<file path="config.mk">
export PLATFORM = sky130hd
export DESIGN_NAME = sensor_packet_deframer_flat
export DESIGN_NICKNAME = d
export VERILOG_FILES = /design/src/spd_pkg.sv /design/src/spd_item_if.sv /design/src/spd_result_if.sv /design/src/spd_cfg_if.sv /design/src/spd_core.sv /design/src/sensor_packet_deframer.sv /design/src/flat_wrapper.sv
export SDC_FILE = /design/constraint.sdc
export NUM_CORES = 1
export LEC_CHECK = 0
export ABC_AREA = 1
export BUFFER_PORTS_ARGS = -buffer_cell sky130_fd_sc_hd__buf_2
export CELL_PAD_IN_SITES_DETAIL_PLACEMENT = 1
export CELL_PAD_IN_SITES_GLOBAL_PLACEMENT = 1
export CORE_MARGIN = 8
export CORE_UTILIZATION = 46
export CTS_CLUSTER_SIZE = 25
export DETAILED_ROUTE_END_ITERATION = 6
export PLACE_DENSITY_LB_ADDON = 0.1
export SLEW_MARGIN = 30
export SYNTH_ARGS = -nofsm -noshare
export SYNTH_HDL_FRONTEND = slang
export SYNTH_SLANG_ARGS = --single-unit
export TNS_END_PERCENT = 5
</file>
<file path="constraint.sdc">
create_clock -name clk -period 7.2 [get_ports clk]
set_input_delay 0.72 -clock clk [delete_from_list [all_inputs] [get_ports clk]]
set_output_delay 0.72 -clock clk [all_outputs]
set_load 0.01 [all_outputs]
</file>
<file path="src/spd_pkg.sv">
// Shared types and constants for the sensor packet deframer.
package spd_pkg;

    localparam logic [7:0] MARK_FIRST  = 8'hEF;
    localparam logic [7:0] MARK_SECOND = 8'h01;
    localparam logic [7:0] TYPE_DATA   = 8'h02;
    localparam logic [7:0] TYPE_END    = 8'h08;

    localparam logic [3:0] HDR_FIRST_IDX = 4'd2;
    localparam logic [3:0] HDR_TYPE_IDX  = 4'd6;
    localparam logic [3:0] HDR_LENH_IDX  = 4'd7;
    localparam logic [3:0] HDR_LENL_IDX  = 4'd8;
    localparam logic [3:0] HDR_BYTES     = 4'd9;

    localparam int unsigned CFG_IDX_W = 2;
    localparam logic [CFG_IDX_W-1:0] REG_MAX_DATA = 2'd0;
    localparam logic [CFG_IDX_W-1:0] REG_MIN_DATA = 2'd1;

    localparam logic [15:0] MAX_DATA_RESET = 16'd16384;
    localparam logic [15:0] MIN_DATA_RESET = 16'd256;

    localparam logic [1:0] ACT_BYTE    = 2'd0;
    localparam logic [1:0] ACT_RESTART = 2'd1;
    localparam logic [1:0] ACT_EOS     = 2'd2;

    typedef enum logic [2:0] {
        PH_HUNT,
        PH_MARK2,
        PH_HEADER,
        PH_BODY,
        PH_DONE
    } phase_t;

    typedef enum logic [2:0] {
        ST_RECEIVING,
        ST_SUCCESS,
        ST_OVER_LIMIT,
        ST_TOO_SMALL,
        ST_NO_END
    } status_t;

    typedef struct packed {
        logic [1:0] action;
        logic [7:0] rx_byte;
    } item_t;

    typedef struct packed {
        logic [7:0]  data_byte;
        logic        data_valid;
        logic        packet_last;
        status_t     status;
        logic [15:0] total_bytes;
    } result_t;

    typedef struct packed {
        logic [15:0] max_data_bytes;
        logic [15:0] min_data_bytes;
    } limits_t;

endpackage

</file>
<file path="src/spd_item_if.sv">
// Request channel carrying one action and received byte.
interface spd_item_if;
    logic          valid;
    logic          ready;
    spd_pkg::item_t payload;

    modport source (output valid, output payload, input ready);
    modport sink (input valid, input payload, output ready);
endinterface

</file>
<file path="src/spd_result_if.sv">
// Request channel carrying one deframer result.
interface spd_result_if;
    logic             valid;
    logic             ready;
    spd_pkg::result_t payload;

    modport source (output valid, output payload, input ready);
    modport sink (input valid, input payload, output ready);
endinterface

</file>
<file path="src/spd_cfg_if.sv">
// Register write channel: index and data.
interface spd_cfg_if;
    logic                            valid;
    logic                            ready;
    logic [spd_pkg::CFG_IDX_W-1:0]   index;
    logic [15:0]                     data;

    modport source (output valid, output index, output data, input ready);
    modport sink (input valid, input index, input data, output ready);
endinterface

</file>
<file path="src/spd_core.sv">
// Deframer state registers and per-byte next-state logic.
module spd_core (
    input  logic             clk,
    input  logic             rst_n,
    input  logic             accept,
    input  spd_pkg::item_t   item,
    input  spd_pkg::limits_t limits,
    output spd_pkg::result_t result
);

    spd_pkg::phase_t  phase_reg, phase_next;
    logic [3:0]       hdr_idx_reg, hdr_idx_next;
    logic [7:0]       type_reg, type_next;
    logic [15:0]      len_reg, len_next;
    logic [15:0]      body_cnt_reg, body_cnt_next;
    logic [15:0]      total_reg, total_next;
    spd_pkg::status_t status_reg, status_next;

    always_ff @(posedge clk or negedge rst_n)
    begin
        if (!rst_n)
        begin
            phase_reg    <= spd_pkg::PH_HUNT;
            hdr_idx_reg  <= '0;
            type_reg     <= '0;
            len_reg      <= '0;
            body_cnt_reg <= '0;
            total_reg    <= '0;
            status_reg   <= spd_pkg::ST_RECEIVING;
        end
        else if (accept)
        begin
            phase_reg    <= phase_next;
            hdr_idx_reg  <= hdr_idx_next;
            type_reg     <= type_next;
            len_reg      <= len_next;
            body_cnt_reg <= body_cnt_next;
            total_reg    <= total_next;
            status_reg   <= status_next;
        end
    end

    always_comb
    begin
        logic        carries;
        logic [15:0] dl;
        logic [16:0] sum;
        logic [3:0]  idx_inc;
        logic [15:0] cnt_inc;
        logic        last;

        phase_next    = phase_reg;
        hdr_idx_next  = hdr_idx_reg;
        type_next     = type_reg;
        len_next      = len_reg;
        body_cnt_next = body_cnt_reg;
        total_next    = total_reg;
        status_next   = status_reg;
        result        = '0;
        carries       = 1'b0;
        dl            = '0;
        sum           = '0;
        idx_inc       = hdr_idx_reg + 4'd1;
        cnt_inc       = body_cnt_reg + 16'd1;
        last          = 1'b0;

        if (item.action == spd_pkg::ACT_RESTART)
        begin
            phase_next    = spd_pkg::PH_HUNT;
            hdr_idx_next  = '0;
            type_next     = '0;
            len_next      = '0;
            body_cnt_next = '0;
            total_next    = '0;
            status_next   = spd_pkg::ST_RECEIVING;
        end
        else if (item.action == spd_pkg::ACT_EOS)
        begin
            if (status_reg == spd_pkg::ST_RECEIVING)
            begin
                status_next = spd_pkg::ST_NO_END;
                phase_next  = spd_pkg::PH_DONE;
            end
        end
        else if (item.action == spd_pkg::ACT_BYTE && status_reg == spd_pkg::ST_RECEIVING)
        begin
            unique case (phase_reg)
                spd_pkg::PH_HUNT:
                begin
                    if (item.rx_byte == spd_pkg::MARK_FIRST)
                        phase_next = spd_pkg::PH_MARK2;
                end
                spd_pkg::PH_MARK2:
                begin
                    if (item.rx_byte == spd_pkg::MARK_SECOND)
                    begin
                        phase_next   = spd_pkg::PH_HEADER;
                        hdr_idx_next = spd_pkg::HDR_FIRST_IDX;
                    end
                    else if (item.rx_byte != spd_pkg::MARK_FIRST)
                        phase_next = spd_pkg::PH_HUNT;
                end
                spd_pkg::PH_HEADER:
                begin
                    if (hdr_idx_reg == spd_pkg::HDR_TYPE_IDX)
                        type_next = item.rx_byte;
                    else if (hdr_idx_reg == spd_pkg::HDR_LENH_IDX)
                        len_next = {item.rx_byte, 8'h00};
                    else if (hdr_idx_reg == spd_pkg::HDR_LENL_IDX)
                        len_next = {len_reg[15:8], item.rx_byte};
                    hdr_idx_next = idx_inc;
                    if (idx_inc >= spd_pkg::HDR_BYTES)
                    begin
                        // end of header: decide how the body is handled
                        hdr_idx_next  = '0;
                        body_cnt_next = '0;
                        carries = (type_next == spd_pkg::TYPE_DATA) ||
                                  (type_next == spd_pkg::TYPE_END);
                        dl  = (len_next < 16'd2) ? 16'd0 : len_next - 16'd2;
                        sum = {1'b0, total_reg} + {1'b0, dl};
                        if (carries && sum > {1'b0, limits.max_data_bytes})
                        begin
                            status_next = spd_pkg::ST_OVER_LIMIT;
                            phase_next  = spd_pkg::PH_DONE;
                        end
                        else if (carries && dl == 16'd0 && type_next == spd_pkg::TYPE_END)
                        begin
                            status_next = (total_reg < limits.min_data_bytes) ?
                                          spd_pkg::ST_TOO_SMALL : spd_pkg::ST_SUCCESS;
                            phase_next  = spd_pkg::PH_DONE;
                        end
                        else
                            phase_next = (len_next == 16'd0) ? spd_pkg::PH_HUNT
                                                             : spd_pkg::PH_BODY;
                    end
                end
                spd_pkg::PH_BODY:
                begin
                    carries = (type_reg == spd_pkg::TYPE_DATA) ||
                              (type_reg == spd_pkg::TYPE_END);
                    dl = (len_reg < 16'd2) ? 16'd0 : len_reg - 16'd2;
                    if (carries && body_cnt_reg < dl)
                    begin
                        last               = (cnt_inc == dl);
                        result.data_byte   = item.rx_byte;
                        result.data_valid  = 1'b1;
                        result.packet_last = last;
                        if (total_reg != 16'hFFFF)
                            total_next = total_reg + 16'd1;
                    end
                    if (last && type_reg == spd_pkg::TYPE_END)
                    begin
                        status_next = (total_next < limits.min_data_bytes) ?
                                      spd_pkg::ST_TOO_SMALL : spd_pkg::ST_SUCCESS;
                        phase_next  = spd_pkg::PH_DONE;
                    end
                    else
                    begin
                        body_cnt_next = cnt_inc;
                        if (cnt_inc >= len_reg)
                            phase_next = spd_pkg::PH_HUNT;
                    end
                end
                default:
                begin
                end
            endcase
        end

        result.status      = status_next;
        result.total_bytes = total_next;
    end

endmodule

</file>
<file path="src/sensor_packet_deframer.sv">
// Top level of the sensor packet deframer: handshakes, limits, result register.
//
// Usage: bytes from the sensor link enter on the item channel, one request per
// byte, together with an action code (byte, restart capture, end of stream).
// Every accepted request yields exactly one request on the result channel:
// the extracted payload byte if any, a last-of-packet flag, the capture
// status after that request, and the running payload total.
// The cfg channel writes the two limits (index 0 maximum total, index 1
// minimum total); it is always ready and takes effect on the next byte.
// A request accepted at an edge shows its result at the output register after
// that edge. Throughput is one request per cycle while the receiver does not
// stall, set by the single state update between the input handshake and the
// output register. While the receiver stalls with a result waiting, item.ready
// drops and the state holds; it rises again in the cycle the result is taken.
// Reset clears the capture state, sets the limits to 16384 and 256 and
// empties the result register.
module sensor_packet_deframer (
    input  logic  clk,
    input  logic  rst_n,
    spd_item_if.sink     item,
    spd_result_if.source result,
    spd_cfg_if.sink      cfg
);

    spd_pkg::limits_t limits_reg;
    spd_pkg::result_t core_res;
    spd_pkg::result_t res_reg;
    logic             res_valid_reg;
    logic             accept;

    assign item.ready = !res_valid_reg || result.ready;
    assign accept     = item.valid && item.ready;
    assign cfg.ready  = 1'b1;

    always_ff @(posedge clk or negedge rst_n)
    begin
        if (!rst_n)
        begin
            limits_reg.max_data_bytes <= spd_pkg::MAX_DATA_RESET;
            limits_reg.min_data_bytes <= spd_pkg::MIN_DATA_RESET;
        end
        else if (cfg.valid)
        begin
            if (cfg.index == spd_pkg::REG_MAX_DATA)
                limits_reg.max_data_bytes <= cfg.data;
            else if (cfg.index == spd_pkg::REG_MIN_DATA)
                limits_reg.min_data_bytes <= cfg.data;
        end
    end

    spd_core u_core (
        .clk    (clk),
        .rst_n  (rst_n),
        .accept (accept),
        .item   (item.payload),
        .limits (limits_reg),
        .result (core_res)
    );

    always_ff @(posedge clk or negedge rst_n)
    begin
        if (!rst_n)
            res_valid_reg <= 1'b0;
        else if (accept)
            res_valid_reg <= 1'b1;
        else if (result.ready)
            res_valid_reg <= 1'b0;
    end

    always_ff @(posedge clk)
    begin
        if (accept)
            res_reg <= core_res;
    end

    assign result.valid   = res_valid_reg;
    assign result.payload = res_reg;

    a_no_data_after_fail: assert property (@(posedge clk) disable iff (!rst_n)
        result.valid && result.payload.data_valid |->
            result.payload.status != spd_pkg::ST_OVER_LIMIT &&
            result.payload.status != spd_pkg::ST_NO_END)
        else $error("payload byte with failed status");

    a_last_has_data: assert property (@(posedge clk) disable iff (!rst_n)
        result.valid && result.payload.packet_last |-> result.payload.data_valid)
        else $error("packet_last without data");

    a_idle_byte_zero: assert property (@(posedge clk) disable iff (!rst_n)
        result.valid && !result.payload.data_valid |-> result.payload.data_byte == 8'h00)
        else $error("data_byte nonzero without data");

    a_restart_clears: assert property (@(posedge clk) disable iff (!rst_n)
        accept && item.payload.action == spd_pkg::ACT_RESTART |=>
            result.valid && result.payload.status == spd_pkg::ST_RECEIVING &&
            result.payload.total_bytes == 16'd0)
        else $error("restart did not clear capture");

endmodule

</file>
<file path="src/flat_wrapper.sv">
// flat-port wrapper written by rule: the top's interface ports become plain ports
module sensor_packet_deframer_flat 
  (clk, rst_n, item_valid, item_payload, item_ready, result_valid, result_payload, result_ready, cfg_valid, cfg_index, cfg_data, cfg_ready);
  spd_item_if item_i ();
  spd_result_if result_i ();
  spd_cfg_if cfg_i ();
  input  logic clk;
  input  logic rst_n;
  input wire logic [$bits(item_i.valid)-1:0] item_valid;
  input wire logic [$bits(item_i.payload)-1:0] item_payload;
  output wire logic [$bits(item_i.ready)-1:0] item_ready;
  output wire logic [$bits(result_i.valid)-1:0] result_valid;
  output wire logic [$bits(result_i.payload)-1:0] result_payload;
  input wire logic [$bits(result_i.ready)-1:0] result_ready;
  input wire logic [$bits(cfg_i.valid)-1:0] cfg_valid;
  input wire logic [$bits(cfg_i.index)-1:0] cfg_index;
  input wire logic [$bits(cfg_i.data)-1:0] cfg_data;
  output wire logic [$bits(cfg_i.ready)-1:0] cfg_ready;
  assign item_i.valid = item_valid;
  assign item_i.payload = item_payload;
  assign item_ready = item_i.ready;
  assign result_valid = result_i.valid;
  assign result_payload = result_i.payload;
  assign result_i.ready = result_ready;
  assign cfg_i.valid = cfg_valid;
  assign cfg_i.index = cfg_index;
  assign cfg_i.data = cfg_data;
  assign cfg_ready = cfg_i.ready;
  sensor_packet_deframer u_core (.clk(clk), .rst_n(rst_n), .item(item_i), .result(result_i), .cfg(cfg_i));
endmodule
</file>
==> results.json <==
{
  "core_um2": 22500,
  "period_minus_slack_ns": 6.17,
  "grt_pass1_vias": 10600,
  "slowest_delay_ns": 0.48,
  "routed_via_density": 5.46,
  "critPathMostFrequentCell": "nand2_1",
  "reg2reg_to": "u_core.result.payload[17]$_DFFE_PP_",
  "worst-endpoint-required_ns": 7.36,
  "grt_max_degree": 61,
  "r2r_slack_ns": 1.03,
  "dominantRegCellSynth": "dfrtp_1",
  "grt-ovfl-total": 0,
  "route.detailed.drc": 0,
  "num_vias": 10100,
  "cts-root-buf": "clkbuf_16",
  "vdd_ir_drop_max_uv": 148,
  "dp_hpwl_um": 26200,
  "start_util": 0.466,
  "cts_max_level": 4,
  "slew_viol_final": 0,
  "nets": 1681,
  "numCtsBuffers": 17,
  "path_buf_inv": 4,
  "hold_buffers": 0,
  "criticalPathCategory": "reg2reg",
  "initialDrtViolationCount": 516,
  "clk_latency_ns": 0.44,
  "postRouteAntennaNets": 0,
  "synth_area_um2": 10500,
  "end_kind": "flop",
  "timing.max_cap.violations": 0,
  "grt_pass1_wl_um": 55200,
  "final_area_um2": 11600,
  "postSynthCellCount": 1487,
  "syn_area_per_cell_um2": 7.05,
  "die_w_um": 167,
  "synth_cell_type_count": 51,
  "synth_seq_area_share": 0.319,
  "antenna_found_initial": 0,
  "post-place-cells": 1809,
  "final_layout_size_suffix_gt1_frac": 0.0900,
  "worst_setup_path_start_kind": "flop",
  "slowest_stage": "o211ai_2",
  "max_freq_mhz": 162,
  "crit_family": "simple AND/OR/NAND/NOR gates",
  "routed_wl_um": 33700,
  "slew_headroom": 0.378,
  "rows": 55,
  "nFillCells": 2996,
  "first_pass_iters": 5,
  "status": "finished clean",
  "hold_viol": 0,
  "area_growth_pct": 10.9,
  "totalNegativeSetupSlack_ns": 0,
  "post_drt_wl_per_cell_um": 18.3,
  "rsz0062_at_grt": "false",
  "finalSetupViolations": 0,
  "synth_edf_count": 29,
  "finalNonFillerCells": 1841,
  "total_power_mw": 3.66,
  "r2r_cells": 34,
  "clockBufferDepth": 2,
  "ys_seq_elements": 128,
  "final_cell_mix": "377 x nand2_1, 227 x inv_1, 131 x o21ai_0",
  "final_util": 0.517,
  "cts_resized": 0,
  "cp.arrival_ns": 6.33,
  "worstReg2RegStart": "u_core.u_core.hdr_idx_reg[0]$_DFFE_PN0P_",
  "diodes": 0,
  "dpl_cell_area_um2": 11100,
  "numPortBuffers": 63,
  "post_cts_buffers": 0,
  "yosysWarnings": 0,
  "cts_tree": "done",
  "largest_reg_flops": 32,
  "regArea_um2": 3350,
  "worst_slew_pin_slew_ns": 0.932,
  "die_h_um": 167,
  "track_usage": 0.245,
  "p_leak_nw": 6.04,
  "cts_sinks": 128,
  "async_flop_share": 0.773,
  "fin_crit_sh": 0.857,
  "cts.clk_slew.worst_paths_ns": 0.07,
  "final_common_cell": "nand2_1",
  "gp_congestion": 0.947,
  "synth_fp_nets": 1625,
  "p_per_area_nw_per_um2": 315,
  "io_pins": 65,
  "multi_input_area_um2": 6110,
  "fin_worst_skew_ns": 0.0146,
  "hp-class": "in2async",
  "cp_max_fo": 19,
  "die_area_um2": 27900
}
==> cells by family after synthesis <==
family                     count (synthesis)  synth area share
AOI/OAI and AO/OA                        262             0.137
xor gates and xnor gates                  48            0.0408
adders and majority gates                105             0.126
buffers and inverters                    266            0.0983
DFF                                      128             0.319
other                                      1          0.000358
and+or+nand+nor                          677             0.278
==> power by group <==
part           internal [mW]  switching (mW)
clock                  0.476           0.401
combinational          0.606            1.22
sequential             0.850           0.108
==> area by class of cell <==
| type | count | area share |
|---|---|---|
| Multi-Input combinational cell | 1093 | 0.525 |
| Sequential cell | 128 | 0.288 |
| Inverter | 233 | 0.0752 |
| Clock buffer | 19 | 0.0390 |
| Timing Repair Buffer | 70 | 0.0322 |
| Tap cell | 285 | 0.0306 |
| Clock inverter | 13 | 0.0100 |
==> per-stage QoR <==
| step | setup WS (ns) | hold WS (ns) |
|---|---|---|
| after global placement | 1.30 | 0.466 |
| after CTS | 1.04 | 0.295 |
| final | 1.03 | 0.280 |
| after detailed placement | 1.15 | 0.473 |
| after global routing | 0.397 | 0.334 |
| after floorplan | 2.12 | 0.424 |
==> routing by layer <==
layer  vias to the layer above  wire, um  GRT usage
met1                      4872     15000      0.295
li1                       4972         -          -
met2                       149     16700      0.431
met5                         -         0          0
met4                         0      1250      0.106
met3                        57       745     0.0326
==> worst register-to-register path, delay by kind of cell, from the launching register on <==
kind / cells / cell delay [ns]
AO/OA/AOI/OAI: 9 / 2.03
adder cells (fa/ha/maj): 3 / 0.81
flip-flops: 1 / 0.42
buffers and inverters: 4 / 0.32
XOR/XNOR: 1 / 0.16
AND/OR/NAND/NOR: 17 / 2.19
==> synth_stat cells (all sizes together), types with 4 or more instances <==
cell,number,area share
nand2,391,0.14
inv,230,0.082
o21ai,137,0.066
nor2,125,0.051
ha,104,0.12
nand3,99,0.049
dfrtp,97,0.23
a21oi,81,0.039
xor2,39,0.033
edfxtp,29,0.083
nand4,29,0.017
nor3,23,0.011
clkbuf,21,0.0075
buf,12,0.0074
o31ai,12,0.0086
xnor2,9,0.0082
o21bai,7,0.0050
a211oi,5,0.0036
nor4,5,0.0030
o211ai,5,0.0041
a31oi,4,0.0024
==> worst max path at each step <==
stage                                             start                                     end  slack, ns  cells after the start
2_1_floorplan  u_core.u_core.hdr_idx_reg[0]$_DFFE_PN0P_     u_core.result.payload[17]$_DFFE_PP_       2.12                     43
5_1_grt        u_core.u_core.hdr_idx_reg[0]$_DFFE_PN0P_  u_core.u_core.phase_reg[1]$_DFFE_PN0P_       0.40                     37
3_5_place_dp   u_core.u_core.hdr_idx_reg[0]$_DFFE_PN0P_     u_core.result.payload[17]$_DFFE_PP_       1.15                     34
4_1_cts        u_core.u_core.hdr_idx_reg[0]$_DFFE_PN0P_     u_core.result.payload[17]$_DFFE_PP_       1.04                     34
3_3_place_gp   u_core.u_core.hdr_idx_reg[0]$_DFFE_PN0P_     u_core.result.payload[17]$_DFFE_PP_       1.30                     40
6_report       u_core.u_core.hdr_idx_reg[0]$_DFFE_PN0P_     u_core.result.payload[17]$_DFFE_PP_       1.03                     34
Note: power is estimated with default switching activity, not from simulation.
